===== src/rtl/erf_pkg.sv =====
// ----------------------------------------------------------------------------
// erf_pkg: shared definitions for the encoder frame receiver
// Frame layout constants, register indexes, the frame record passed from
// the front part to the back part, and the CRC-16/Modbus byte update.
// ----------------------------------------------------------------------------
package erf_pkg;

  localparam int unsigned CRC_SPAN  = 6;
  localparam int unsigned FRAME_LEN = 2 * CRC_SPAN + 3;
  localparam int unsigned POS_W     = $clog2(FRAME_LEN);

  localparam logic [15:0] CRC_INIT = 16'hFFFF;
  localparam logic [15:0] CRC_POLY = 16'hA001;

  localparam int unsigned COUNT_SCALE = 10000;
  localparam int unsigned COUNT_W     = 30;
  localparam int unsigned DELTA_W     = 31;

  localparam logic [7:0] HEADER_RESET       = 8'h01;
  localparam logic       INVERT_LEFT_RESET  = 1'b1;
  localparam logic       INVERT_RIGHT_RESET = 1'b0;

  localparam int unsigned QUEUE_DEPTH = 2;

  localparam int unsigned APB_ADDR_W = 4;
  localparam int unsigned APB_DATA_W = 32;

  localparam logic [1:0] REG_HEADER       = 2'd0;
  localparam logic [1:0] REG_INVERT_LEFT  = 2'd1;
  localparam logic [1:0] REG_INVERT_RIGHT = 2'd2;

  // Result of one completed frame: check outcome and the words now kept
  typedef struct packed {
    logic        ok;
    logic [31:0] right_word;
    logic [31:0] left_word;
  } erf_rec_t;

  // Wheel settings seen by the back part
  typedef struct packed {
    logic invert_left;
    logic invert_right;
  } erf_cfg_t;

  function automatic logic [15:0] crc_feed(input logic [15:0] crc_in, input logic [7:0] b);
    logic [15:0] c;
    c = crc_in ^ {8'h00, b};
    for (int k = 0; k < 8; k++) begin
      if (c[0]) begin
        c = (c >> 1) ^ CRC_POLY;
      end else begin
        c = c >> 1;
      end
    end
    return c;
  endfunction

endpackage


===== src/rtl/encoder_frame_receiver.sv =====
// ----------------------------------------------------------------------------
// encoder_frame_receiver: encoder reply frame checker
// Hunts a received byte stream for the header, checks both CRC-16/Modbus
// fields of a 15-byte frame and turns the kept encoder words into counts
// and per-frame deltas.
// ----------------------------------------------------------------------------
//
//   Channel   Direction  Beat contents
//   in_       input      rx_byte, one received byte per beat
//   out_      output     frame_ok, left/right count, left/right delta
//   cfg (APB) input      header_byte @0x0, invert_left @0x4, invert_right @0x8
//
// One byte beat is taken every cycle while in_stall is low; the byte stream
// never waits on the CRC update, which is one byte-wide step per beat in the
// front part. A frame's record enters the queue on the edge that takes its
// last byte beat, then passes the product stage (16x15 multiply), count
// stage and output register before its result beat shows on out_.
// in_stall rises only while the record queue is full, i.e. when out_ has
// been stalled across several whole frames.
// Reset is synchronous on rst_n; it clears control state and returns the
// settings to their defaults.
//
module encoder_frame_receiver #(
  parameter int unsigned QUEUE_DEPTH = erf_pkg::QUEUE_DEPTH
) (
  input  logic                                clk,
  input  logic                                rst_n,
  // byte channel
  input  logic                                in_valid,
  output logic                                in_stall,
  input  logic [7:0]                          in_rx_byte,
  // result channel
  output logic                                out_valid,
  input  logic                                out_stall,
  output logic                                out_frame_ok,
  output logic signed [erf_pkg::COUNT_W-1:0]  out_left_count,
  output logic signed [erf_pkg::COUNT_W-1:0]  out_right_count,
  output logic signed [erf_pkg::DELTA_W-1:0]  out_left_delta,
  output logic signed [erf_pkg::DELTA_W-1:0]  out_right_delta,
  // configuration port
  input  logic                                psel,
  input  logic                                penable,
  input  logic                                pwrite,
  input  logic [erf_pkg::APB_ADDR_W-1:0]      paddr,
  input  logic [erf_pkg::APB_DATA_W-1:0]      pwdata,
  output logic [erf_pkg::APB_DATA_W-1:0]      prdata,
  output logic                                pready
);
  import erf_pkg::*;

  logic [7:0] header_r;
  logic       invert_left_r;
  logic       invert_right_r;
  logic [1:0] reg_idx;
  logic       cfg_write;

  erf_rec_t   front_rec, queue_rec;
  erf_cfg_t   back_cfg;
  logic       byte_take, rec_push, q_full, q_not_empty, rec_pop;

  // Register file: word-aligned, writes outside the list drop silently
  assign pready    = 1'b1;
  assign reg_idx   = paddr[3:2];
  assign cfg_write = psel && penable && pwrite && pready;

  always_ff @(posedge clk) begin
    if (!rst_n) begin
      header_r       <= HEADER_RESET;
      invert_left_r  <= INVERT_LEFT_RESET;
      invert_right_r <= INVERT_RIGHT_RESET;
    end else if (cfg_write) begin
      case (reg_idx)
        REG_HEADER:       header_r       <= pwdata[7:0];
        REG_INVERT_LEFT:  invert_left_r  <= pwdata[0];
        REG_INVERT_RIGHT: invert_right_r <= pwdata[0];
        default: ;
      endcase
    end
  end

  always_comb begin
    case (reg_idx)
      REG_HEADER:       prdata = {(APB_DATA_W - 8)'(0), header_r};
      REG_INVERT_LEFT:  prdata = {(APB_DATA_W - 1)'(0), invert_left_r};
      REG_INVERT_RIGHT: prdata = {(APB_DATA_W - 1)'(0), invert_right_r};
      default:          prdata = '0;
    endcase
  end

  // Hold byte beats only while the record queue has no room
  assign in_stall  = q_full;
  assign byte_take = in_valid && !in_stall;

  assign back_cfg.invert_left  = invert_left_r;
  assign back_cfg.invert_right = invert_right_r;

  erf_front u_front (
    .clk         (clk),
    .rst_n       (rst_n),
    .header_byte (header_r),
    .byte_take   (byte_take),
    .rx_byte     (in_rx_byte),
    .rec_push    (rec_push),
    .rec         (front_rec)
  );

  erf_queue #(
    .DEPTH (QUEUE_DEPTH)
  ) u_queue (
    .clk       (clk),
    .rst_n     (rst_n),
    .push      (rec_push),
    .push_data (front_rec),
    .full      (q_full),
    .pop       (rec_pop),
    .not_empty (q_not_empty),
    .pop_data  (queue_rec)
  );

  erf_back u_back (
    .clk             (clk),
    .rst_n           (rst_n),
    .cfg             (back_cfg),
    .rec_valid       (q_not_empty),
    .rec             (queue_rec),
    .rec_pop         (rec_pop),
    .out_valid       (out_valid),
    .out_stall       (out_stall),
    .out_frame_ok    (out_frame_ok),
    .out_left_count  (out_left_count),
    .out_right_count (out_right_count),
    .out_left_delta  (out_left_delta),
    .out_right_delta (out_right_delta)
  );

endmodule


===== src/rtl/erf_front.sv =====
// ----------------------------------------------------------------------------
// erf_front: byte hunter, frame capture and CRC checks
// Hunts for the header, captures the frame, runs both CRCs and emits one
// record per completed frame.
// ----------------------------------------------------------------------------
module erf_front (
  input  logic              clk,
  input  logic              rst_n,
  input  logic [7:0]        header_byte,
  input  logic              byte_take,
  input  logic [7:0]        rx_byte,
  output logic              rec_push,
  output erf_pkg::erf_rec_t rec
);
  import erf_pkg::*;

  localparam logic [POS_W-1:0] CRC1_LAST  = POS_W'(CRC_SPAN - 2);
  localparam logic [POS_W-1:0] CRC2_FIRST = POS_W'(CRC_SPAN + 1);
  localparam logic [POS_W-1:0] CRC2_LAST  = POS_W'(2 * CRC_SPAN);
  localparam logic [POS_W-1:0] LAST_POS   = POS_W'(FRAME_LEN - 1);
  localparam int unsigned      LEFT_FIRST = CRC_SPAN + 3;

  logic             collecting_r, collecting_nxt;
  logic [POS_W-1:0] pos_r, pos_nxt;
  logic [15:0]      crc1_r, crc1_nxt;
  logic [15:0]      crc2_r, crc2_nxt;
  logic [31:0]      right_word_r, left_word_r;
  logic [7:0]       cap_r [FRAME_LEN];
  logic             ok;
  logic [15:0]      crc_step;

  assign crc_step = crc_feed(((!collecting_r) || (pos_r <= CRC1_LAST)) ?
                             ((!collecting_r) ? CRC_INIT : crc1_r) : crc2_r, rx_byte);

  assign ok = (cap_r[CRC_SPAN - 1] == crc1_r[7:0]) &&
              (cap_r[CRC_SPAN] == crc1_r[15:8]) &&
              (cap_r[2 * CRC_SPAN + 1] == crc2_r[7:0]) &&
              (rx_byte == crc2_r[15:8]);

  always_comb begin
    collecting_nxt = collecting_r;
    pos_nxt        = pos_r;
    crc1_nxt       = crc1_r;
    crc2_nxt       = crc2_r;
    rec_push       = 1'b0;
    if (byte_take) begin
      if (!collecting_r) begin
        if (rx_byte == header_byte) begin
          collecting_nxt = 1'b1;
          pos_nxt        = '0;
          crc1_nxt       = crc_step;
          crc2_nxt       = CRC_INIT;
        end
      end else begin
        if (pos_r <= CRC1_LAST) begin
          crc1_nxt = crc_step;
        end else if ((pos_r >= CRC2_FIRST) && (pos_r <= CRC2_LAST)) begin
          crc2_nxt = crc_step;
        end
        if (pos_r != LAST_POS) begin
          pos_nxt = pos_r + POS_W'(1);
        end else begin
          collecting_nxt = 1'b0;
          pos_nxt        = '0;
          rec_push       = 1'b1;
        end
      end
    end
  end

  always_comb begin
    rec.ok         = ok;
    rec.right_word = right_word_r;
    rec.left_word  = left_word_r;
    if (ok) begin
      rec.right_word = {cap_r[1], cap_r[2], cap_r[3], cap_r[4]};
      rec.left_word  = {cap_r[LEFT_FIRST], cap_r[LEFT_FIRST + 1],
                        cap_r[LEFT_FIRST + 2], cap_r[LEFT_FIRST + 3]};
    end
  end

  always_ff @(posedge clk) begin
    if (!rst_n) begin
      collecting_r <= 1'b0;
      pos_r        <= '0;
      crc1_r       <= CRC_INIT;
      crc2_r       <= CRC_INIT;
      right_word_r <= '0;
      left_word_r  <= '0;
    end else begin
      collecting_r <= collecting_nxt;
      pos_r        <= pos_nxt;
      crc1_r       <= crc1_nxt;
      crc2_r       <= crc2_nxt;
      if (rec_push) begin
        right_word_r <= rec.right_word;
        left_word_r  <= rec.left_word;
      end
    end
  end

  always_ff @(posedge clk) begin
    if (byte_take && collecting_r) begin
      cap_r[pos_r] <= rx_byte;
    end
  end

endmodule


===== src/rtl/erf_queue.sv =====
// ----------------------------------------------------------------------------
// erf_queue: short record queue
// Decouples the front part from the back part.
// ----------------------------------------------------------------------------
module erf_queue #(
  parameter int unsigned DEPTH = erf_pkg::QUEUE_DEPTH
) (
  input  logic              clk,
  input  logic              rst_n,
  input  logic              push,
  input  erf_pkg::erf_rec_t push_data,
  output logic              full,
  input  logic              pop,
  output logic              not_empty,
  output erf_pkg::erf_rec_t pop_data
);
  import erf_pkg::*;

  localparam int unsigned PTR_W = (DEPTH > 1) ? $clog2(DEPTH) : 1;
  localparam int unsigned CNT_W = $clog2(DEPTH + 1);

  erf_rec_t         mem_r [DEPTH];
  logic [PTR_W-1:0] wr_ptr_r, rd_ptr_r;
  logic [CNT_W-1:0] count_r;

  assign full      = (count_r == CNT_W'(DEPTH));
  assign not_empty = (count_r != '0);
  assign pop_data  = mem_r[rd_ptr_r];

  function automatic logic [PTR_W-1:0] ptr_inc(input logic [PTR_W-1:0] p);
    return (p == PTR_W'(DEPTH - 1)) ? '0 : p + PTR_W'(1);
  endfunction

  always_ff @(posedge clk) begin
    if (!rst_n) begin
      wr_ptr_r <= '0;
      rd_ptr_r <= '0;
      count_r  <= '0;
    end else begin
      if (push) begin
        wr_ptr_r <= ptr_inc(wr_ptr_r);
      end
      if (pop) begin
        rd_ptr_r <= ptr_inc(rd_ptr_r);
      end
      if (push && !pop) begin
        count_r <= count_r + CNT_W'(1);
      end else if (pop && !push) begin
        count_r <= count_r - CNT_W'(1);
      end
    end
  end

  always_ff @(posedge clk) begin
    if (push) begin
      mem_r[wr_ptr_r] <= push_data;
    end
  end

endmodule


===== src/rtl/erf_back.sv =====
// ----------------------------------------------------------------------------
// erf_back: count and delta pipeline
// Scales the encoder words into counts, forms the deltas against the
// previous frame and holds the result beat for the output channel.
// ----------------------------------------------------------------------------
module erf_back (
  input  logic                                clk,
  input  logic                                rst_n,
  input  erf_pkg::erf_cfg_t                   cfg,
  input  logic                                rec_valid,
  input  erf_pkg::erf_rec_t                   rec,
  output logic                                rec_pop,
  output logic                                out_valid,
  input  logic                                out_stall,
  output logic                                out_frame_ok,
  output logic signed [erf_pkg::COUNT_W-1:0]  out_left_count,
  output logic signed [erf_pkg::COUNT_W-1:0]  out_right_count,
  output logic signed [erf_pkg::DELTA_W-1:0]  out_left_delta,
  output logic signed [erf_pkg::DELTA_W-1:0]  out_right_delta
);
  import erf_pkg::*;

  localparam logic signed [14:0] SCALE = 15'(COUNT_SCALE);

  // stage 1: products
  logic                      s1_v_r;
  logic                      s1_ok_r;
  logic signed [COUNT_W-1:0] s1_lprod_r, s1_rprod_r;
  logic [15:0]               s1_llo_r, s1_rlo_r;
  // stage 2: counts
  logic                      s2_v_r;
  logic                      s2_ok_r;
  logic signed [COUNT_W-1:0] s2_lcount_r, s2_rcount_r;
  // output stage
  logic                      out_valid_r;
  logic                      seen_r;
  logic signed [COUNT_W-1:0] prev_left_r, prev_right_r;

  logic signed [15:0]        lhi, rhi;
  logic signed [COUNT_W-1:0] lprod_full, rprod_full;
  logic signed [DELTA_W-1:0] ldelta_nxt, rdelta_nxt;
  logic                      out_free, s2_free, s1_free, s2_adv, s1_adv;

  assign out_free = !out_valid_r || !out_stall;
  assign s2_adv   = s2_v_r && out_free;
  assign s2_free  = !s2_v_r || out_free;
  assign s1_adv   = s1_v_r && s2_free;
  assign s1_free  = !s1_v_r || s2_free;
  assign rec_pop  = rec_valid && s1_free;

  assign lhi        = $signed(rec.left_word[31:16]);
  assign rhi        = $signed(rec.right_word[31:16]);
  assign lprod_full = lhi * SCALE;
  assign rprod_full = rhi * SCALE;

  always_comb begin
    ldelta_nxt = '0;
    rdelta_nxt = '0;
    if (seen_r) begin
      if (cfg.invert_left) begin
        ldelta_nxt = {prev_left_r[COUNT_W-1], prev_left_r} -
                     {s2_lcount_r[COUNT_W-1], s2_lcount_r};
      end else begin
        ldelta_nxt = {s2_lcount_r[COUNT_W-1], s2_lcount_r} -
                     {prev_left_r[COUNT_W-1], prev_left_r};
      end
      if (cfg.invert_right) begin
        rdelta_nxt = {prev_right_r[COUNT_W-1], prev_right_r} -
                     {s2_rcount_r[COUNT_W-1], s2_rcount_r};
      end else begin
        rdelta_nxt = {s2_rcount_r[COUNT_W-1], s2_rcount_r} -
                     {prev_right_r[COUNT_W-1], prev_right_r};
      end
    end
  end

  always_ff @(posedge clk) begin
    if (!rst_n) begin
      s1_v_r       <= 1'b0;
      s2_v_r       <= 1'b0;
      out_valid_r  <= 1'b0;
      seen_r       <= 1'b0;
      prev_left_r  <= '0;
      prev_right_r <= '0;
    end else begin
      if (s1_free) begin
        s1_v_r <= rec_valid;
      end
      if (s2_free) begin
        s2_v_r <= s1_v_r;
      end
      if (out_free) begin
        out_valid_r <= s2_v_r;
      end
      if (s2_adv) begin
        seen_r       <= 1'b1;
        prev_left_r  <= s2_lcount_r;
        prev_right_r <= s2_rcount_r;
      end
    end
  end

  always_ff @(posedge clk) begin
    if (rec_pop) begin
      s1_ok_r    <= rec.ok;
      s1_lprod_r <= lprod_full;
      s1_rprod_r <= rprod_full;
      s1_llo_r   <= rec.left_word[15:0];
      s1_rlo_r   <= rec.right_word[15:0];
    end
    if (s1_adv) begin
      s2_ok_r     <= s1_ok_r;
      s2_lcount_r <= s1_lprod_r + $signed({(COUNT_W - 16)'(0), s1_llo_r});
      s2_rcount_r <= s1_rprod_r + $signed({(COUNT_W - 16)'(0), s1_rlo_r});
    end
    if (s2_adv) begin
      out_frame_ok    <= s2_ok_r;
      out_left_count  <= s2_lcount_r;
      out_right_count <= s2_rcount_r;
      out_left_delta  <= ldelta_nxt;
      out_right_delta <= rdelta_nxt;
    end
  end

  assign out_valid = out_valid_r;

endmodule


===== config.mk =====
export PLATFORM = sky130hd
export DESIGN_NAME = encoder_frame_receiver
export DESIGN_NICKNAME = d
export VERILOG_FILES = /design/src/rtl/erf_pkg.sv /design/src/rtl/encoder_frame_receiver.sv /design/src/rtl/erf_front.sv /design/src/rtl/erf_queue.sv /design/src/rtl/erf_back.sv
export SDC_FILE = /design/constraint.sdc
export NUM_CORES = 1
export LEC_CHECK = 0
export BUFFER_PORTS_ARGS = -buffer_cell sky130_fd_sc_hd__buf_4
export CORE_MARGIN = 5
export CORE_UTILIZATION = 50
export CTS_BUF_LIST = sky130_fd_sc_hd__clkbuf_16
export DETAILED_ROUTE_END_ITERATION = 7
export GPL_TIMING_DRIVEN = 1
export PLACE_DENSITY = 0.74
export SLEW_MARGIN = 15
export SYNTH_ARGS = -nofsm -noshare
export SYNTH_HDL_FRONTEND = slang
export SYNTH_HIERARCHICAL = 1
export SYNTH_SLANG_ARGS = --single-unit

===== constraint.sdc =====
create_clock -name clk -period 26.3 [get_ports clk]
set_input_delay 5.26 -clock clk [delete_from_list [all_inputs] [get_ports clk]]
set_output_delay 5.26 -clock clk [all_outputs]
set_load 0.01 [all_outputs]

**Yosys cells after proc, flatten, opt, wreduce, memory -nomap -nowiden**

Memories as Yosys holds them, arrays and structs flattened. A register that Yosys moved wholly into a read port is not among the register bits.
Index checks and enable logic that the tools add are counted.

- Word-level logic and storage cells: 145
- Memories kept: 2
- RAM bits: 250
- Bits of input ports: 51
- Register bits after elaboration: 448
- Output and inout port bits: 158

- Bitwise gates (word level): 9
- Multiplexer cells: 40
- Equality and inequality tests: 12
- Reduce and logical (&&, ||, !) cells: 35
- Magnitude comparators: 3
- Multiply operators: 2
- Add/sub/neg operators: 11

Memory list:

| name | depth | bits a word | read ports | clocked after memory_dff | write ports | RTL line | text |
|---|---|---|---|---|---|---|---|
| u_queue.mem_r | 2 | 65 | 1 | 1 | 1 | erf_queue.sv:22 | `erf_rec_t mem_r [DEPTH];` |
| u_front.cap_r | 15 | 8 | 11 | 0 | 1 | erf_front.sv:28 | `logic [7:0] cap_r [FRAME_LEN];` |

Operators by type and width:

| kind | count |
|---|---|
| $mux 16 | 17 |
| $sub 30x30->31 | 4 |
| $mux 64 | 1 |
| $mux 31 | 2 |
| $add 30x17->30 | 2 |
| $mul 16x11->26 const B | 2 |
| $eq 8x8->1 | 5 |
| $not 2->3 | 8 |
| $pmux 8 s3 | 1 |
| $xor 16x8->16 | 1 |
| $mux 1 | 14 |
| $logic_and 1x1->1 | 13 |
| $mux 4 | 3 |
| $logic_not 1->1 | 8 |
| $reduce_and 2->1 | 4 |
| $ne 2x2->1 const B | 3 |
| $reduce_bool 2->1 | 3 |
| $add 4x1->4 const B | 1 |
| $eq 2x2->1 const B | 2 |
| $ge 4x3->1 const B | 1 |
| $le 4x3->1 const B | 1 |
| $le 4x4->1 const B | 1 |
| $logic_or 1x1->1 | 4 |
| $mux 2 | 2 |
| 8 further kinds | 9 |

**Longest topological paths before layout**

- Depth in word-level cells: 23
- Mapped depth: 22
- Mapped depth without buffers: 20

**Modules after synthesis**

Netlist, hierarchy kept.

By module, submodules not included:

| module | seq. area each (sq um) | instances | area an instance (sq um) | cells each |
|---|---|---|---|---|
| erf_back | 9359.0 | 1 | 24783.8 | 2462 |
| erf_front | 4664.5 | 1 | 8167.8 | 734 |
| erf_queue | 4003.8 | 1 | 4926.0 | 224 |
| encoder_frame_receiver | 200.2 | 1 | 701.9 | 85 |

**Worst setup path after synthesis**

Ideal clock, no wire load.

- Path kind: input-to-reg
- From: input out_stall
- To: register u_queue.count_r[1]
- Required time: 26.230 ns
- Arrival time: 13.043 ns
- Setup slack: 13.187 ns
- Path buffers: 0
- Stages: 6
- Library setup time: 0.070 ns
- Path through: and3_1 > a21boi_0 > inv_1 > ha_1 > or3_1 > a21boi_1

- Cells in the longest elaborated chain, start to end: 8
- Elaborated cells between the ends (all ways): 10
- Those cells by class: mux (1); reduce/logical (9)

RTL lines:

| what | RTL line | text |
|---|---|---|
| start, declared | encoder_frame_receiver.sv:34 | `input logic out_stall,` |
| $logic_not 1->1 * | erf_back.sv:44 | `assign out_free = !out_valid_r \|\| !out_stall;` |
| $logic_or 1x1->1 * | erf_back.sv:44 |  |
| $logic_or 1x1->1 * | erf_back.sv:46 | `assign s2_free = !s2_v_r \|\| out_free;` |
| $logic_or 1x1->1 * | erf_back.sv:48 | `assign s1_free = !s1_v_r \|\| s2_free;` |
| $logic_and 1x1->1 * | erf_back.sv:49 | `assign rec_pop = rec_valid && s1_free;` |
| via rec_pop | encoder_frame_receiver.sv:59 | `logic byte_take, rec_push, q_full, q_not_empty, rec_pop;` |
| $logic_not 1->1 | erf_queue.sv:46 | `if (push && !pop) begin` |
| $logic_and 1x1->1 | erf_queue.sv:46 |  |
| $mux 2 or $reduce_bool 2->1 (tied branches) | - |  |
| end signal, assigned | erf_queue.sv:47 | `count_r <= count_r + CNT_W'(1);` |
| end signal, assigned | erf_queue.sv:49 | `count_r <= count_r - CNT_W'(1);` |
| end, declared | erf_queue.sv:24 | `logic [CNT_W-1:0] count_r;` |

Mark *: on every way through the listed nets, which the timed path passes. The rest lies on a longest branch.
A chain may end at the register's enable or synchronous reset.

**Worst setup path after layout**

- From: input paddr[3] in the netlist's numbering
- To: output prdata[7] in the netlist's numbering

- Cells in the longest elaborated chain, start to end: 2
- Elaborated cells between the ends (all ways): 4
- Those cells by class: eq/ne (2); mux (1); reduce/logical (1)

RTL lines:

| what | RTL line | text |
|---|---|---|
| start, declared | encoder_frame_receiver.sv:44 | `input logic [erf_pkg::APB_ADDR_W-1:0] paddr,` |
| $eq 2x2->1 (tied with other cells) | encoder_frame_receiver.sv:82 | `case (reg_idx)` |
| $pmux 8 s3 * | encoder_frame_receiver.sv:82 |  |
| end, declared | encoder_frame_receiver.sv:46 | `output logic [erf_pkg::APB_DATA_W-1:0] prdata,` |

Every way passes the cells marked *; elsewhere a longest branch is shown, timed or not.

==> run summary <==
The flow ran to the end, and the final reports show no timing, DRC or antenna violations. The final cycle utilization of the critical path is 42.96%. After synthesis the netlist holds a flip-flop and latch count of 667. The final routed DRC violation total came out at 0.

In this run the remaining antenna-violating nets after routing total 0. The post-synthesis to final-layout area growth is 11.40%. For this configuration, the core starts out at a cell density of 50.63%. The count of routing violations after the opening detailed-route iteration is 1658. In this run the worst setup path begins at paddr[3]. The share of async-settable or async-resettable flops after synthesis came out at 0%. The later-pin clock latency in the skew report came out at 0.61 ns. The number of antenna violations at the first check in global routing came out at 0. The number of buffers inserted for hold repair after clock tree synthesis is 0. The net count reported at finish came out at 4078. The type of the setup path with the least slack is primary input to output pin. For this design the top-level I/O count stands at 209. STA classifies the critical path startpoint as a primary input. The y dimension of the die is 287.8 microns.

The number of CTS-inserted buffers is 72. In this run the tool buffered the top-level ports with 157 buffer cells. The total overflow left after global routing is 0. The final setup slack of the worst path is 15.00 ns. The setup fix buffers added after clock tree synthesis came out at 0. The overall via count from detail_route came out at 25270.

The HPWL after detailed placement came out at 57.70 mm. The per-cell via count in the routed design came out at 5.368. The synthesized cell area is 38580 sq um.

The CTS tree is yes. The count of maximum capacitance violations came out at 0. The number of hold-slack violations in the final timing report came out at 0. The number of flops mapped to enable cells by yosys came out at 487. The core box area came out at 76200 sq um.

The H-tree generated during clock tree synthesis spans 3 levels. The critical path arrival is 6.04 ns. The areal power density over the cells came out at 50.13 nW/um^2. The number of global-route vias before repair came out at 24650. CTS placed an instance of sky130_fd_sc_hd__clkbuf_16 at the clock tree root.

The count of pins over their slew limit is 0. The detailed-route wire length per cell came out at 17.08 microns. The global-route wire length before repair came out at 129.7 mm.

The share of final-layout standard cells stronger than drive strength 1 came out at 12.98%. After synthesis, the cell types taking the most area are sky130_fd_sc_hd__edfxtp_1, sky130_fd_sc_hd__ha_1, sky130_fd_sc_hd__dfxtp_1. Clock skew on the completed layout was measured at 0.03364 ns. The worst setup slack for register-to-register paths came out at 20.21 ns. The mean cell area of the mapped netlist came out at 11.01 sq um. The longest clock path from root to sink contains 3 buffers. The top cell type's share of synthesized area is 37.91%.

The maximum number of pins on one net before global-route repair is 107. The number of iterations in the first detailed-routing pass is 5. OpenSTA, run right after detailed placement, puts the worst setup slack at 14.97 ns. The min-delay analysis places its worst path in the category flop to flop. The minimum clock period after layout is 11.30 ns. The die width came out at 287.8 microns. The peak clock frequency supported by timing is 0.08852 GHz.

In the synthesized netlist, the cells that appear most often are sky130_fd_sc_hd__edfxtp_1, sky130_fd_sc_hd__nand2_1, sky130_fd_sc_hd__inv_1. Setup repair after global routing left no endpoint under its margin. The final total negative setup slack came out at 0 ns. Among all flip-flop cells after synthesis, the most frequent one is sky130_fd_sc_hd__edfxtp_1. Clock-pin slew was measured on the worst setup and hold paths at 0.06 ns.

The aggregate routed wire length is 80.41 mm. The final weighted congestion in routability-driven placement came out at 0.9108. The worst setup path endpoint is prdata[7]. The depth of the worst register-to-register path came out at 20. The reported leakage power is 17.57 nW. The count of distinct cell types in the synthesized netlist is 94. The worst slew margin relative to its limit came out at 29.41%. Yosys instantiated no cell more often than sky130_fd_sc_hd__edfxtp_1.

For the worst setup path, the data required time is 21.04 ns. For this run, the total global-route usage over all layers was measured as 19.22%. The die outline area is 82810 sq um. The total number of yosys warnings is 6.

The largest area contributor in the synthesized netlist is sky130_fd_sc_hd__edfxtp_1. The nature of the critical path endpoint is an output pin. VDD sags by at most 41.96 uV. Setup violations remaining at the end of the flow were counted as 0. The synthesized netlist cell count came out at 3505. The maximum net fanout on the critical path came out at 7.

The worst register-to-register path ends at u_back/s1_rprod_r[27]$_DFFE_PP_. The number of gates resized after CTS was 0. The register area share after synthesis is 47.25%. The site row count is 101. The clock net sink count is 667. The transition time at the pin with the least slew margin came out at 1.059 ns.
[how the worst min path moves through the flow]
stage | endpoint | slack (ns) | cells past startpoint | from
floorplan | u_back/out_frame_ok$_DFFE_PP_ | 0.40 | 0 | u_back/s2_ok_r$_DFFE_PP_
global placement | u_back/s2_rcount_r[3]$_DFFE_PP_ | 0.40 | 0 | u_back/s1_rlo_r[3]$_DFFE_PP_
detailed placement | u_back/out_frame_ok$_DFFE_PP_ | 0.40 | 0 | u_back/s2_ok_r$_DFFE_PP_
CTS | u_back/s2_lcount_r[0]$_DFFE_PP_ | 0.42 | 0 | u_back/s1_llo_r[0]$_DFFE_PP_
global route | u_back/s2_lcount_r[0]$_DFFE_PP_ | 0.42 | 0 | u_back/s1_llo_r[0]$_DFFE_PP_
finish | u_back/out_frame_ok$_DFFE_PP_ | 0.42 | 0 | u_back/s2_ok_r$_DFFE_PP_
[power breakdown]
part           leakage [nW]  total [W]  switching, W  internal, W
Sequential             6.18    0.00112   0.000000383      0.00112
Combinational          10.2  0.0000334     0.0000203    0.0000130
Clock                  1.23    0.00100      0.000403     0.000602
[metal layers]
metal	wire, microns	track usage [%]	vias to the layer above
li1	-	-	12490
met1	36670	26.11	12150
met2	38980	33.01	541
met3	3557	2.502	84
met4	1199	4.547	0
met5	0	0	-
[cell type report]
cell class	count	area [sq um]
inverters	332	1251
flip-flops and latches	667	18230
clock inverters	58	538.0
multi-input cells	2366	18450
diodes	1	2.502
well taps	1030	1289
fillers	6385	33220
repair buffers	179	1364
clock buffers	74	1852
[placed cells by master, fill, tap and decap left out, types with 130 or more instances in the layout]
master                     instances
sky130_fd_sc_hd__nor2_1          130
sky130_fd_sc_hd__a21boi_0        133
sky130_fd_sc_hd__ha_1            315
sky130_fd_sc_hd__edfxtp_1        487
sky130_fd_sc_hd__nand2_1         406
sky130_fd_sc_hd__mux2_2          136
sky130_fd_sc_hd__dfxtp_1         176
sky130_fd_sc_hd__inv_1           352
sky130_fd_sc_hd__buf_4           178
sky130_fd_sc_hd__a21oi_1         167
[worst max-delay path, cell delays in order]
cell	delay [ns]
sky130_fd_sc_hd__buf_4	0.14
sky130_fd_sc_hd__nor2_1	0.33
sky130_fd_sc_hd__and2_1	0.19
sky130_fd_sc_hd__buf_4	0.12
[flip-flops by register name, indices dropped and copies added, names as in the netlist, 2 cells and up, named ones only]
name	flops
u_back/out_right_count	30
u_front/crc2_r	16
u_back/out_right_delta	31
u_front/pos_r	4
u_back/s2_rcount_r	30
u_back/prev_right_r	30
u_back/s1_rlo_r	16
u_front/left_word_r	32
u_back/out_left_delta	31
u_queue/count_r	2
u_back/out_left_count	30
u_back/s2_lcount_r	30
u_front/cap_r	88
header_r	8
u_back/s1_lprod_r	26
u_back/s1_rprod_r	26
u_front/right_word_r	32
u_queue/mem_r	130
u_front/crc1_r	16
u_back/prev_left_r	30
u_back/s1_llo_r	16
[through the flow]
step           cell area (sq um)  std cells  utilization [%]  hold slack, ns  power (W)
5_1_grt                    42980       4706            56.40          0.4212   0.002228
3_3_place_gp               40560       4573            53.22          0.4034   0.001172
6_report                   42980       4707            56.40          0.4167   0.002154
3_5_place_dp               40560       4573            53.22          0.4045   0.001172
2_1_floorplan              38670       3528                -          0.4003   0.001161
4_1_cts                    42950       4705            56.36          0.4184   0.002181
[logic make-up (layout without fill, tap and decap cells)]
kind of cell	after synthesis	count (layout)	synth area share, %
fa+ha+maj	409	409	15.09
simple gates	845	845	10.17
compound gates	732	732	12.86
other cells	2	26	0.01947
mux	172	172	4.904
xor+xnor	183	183	4.411
buf+inv	495	643	5.296
flops	667	667	47.25
No activity file was read; power rests on OpenSTA's default activity.
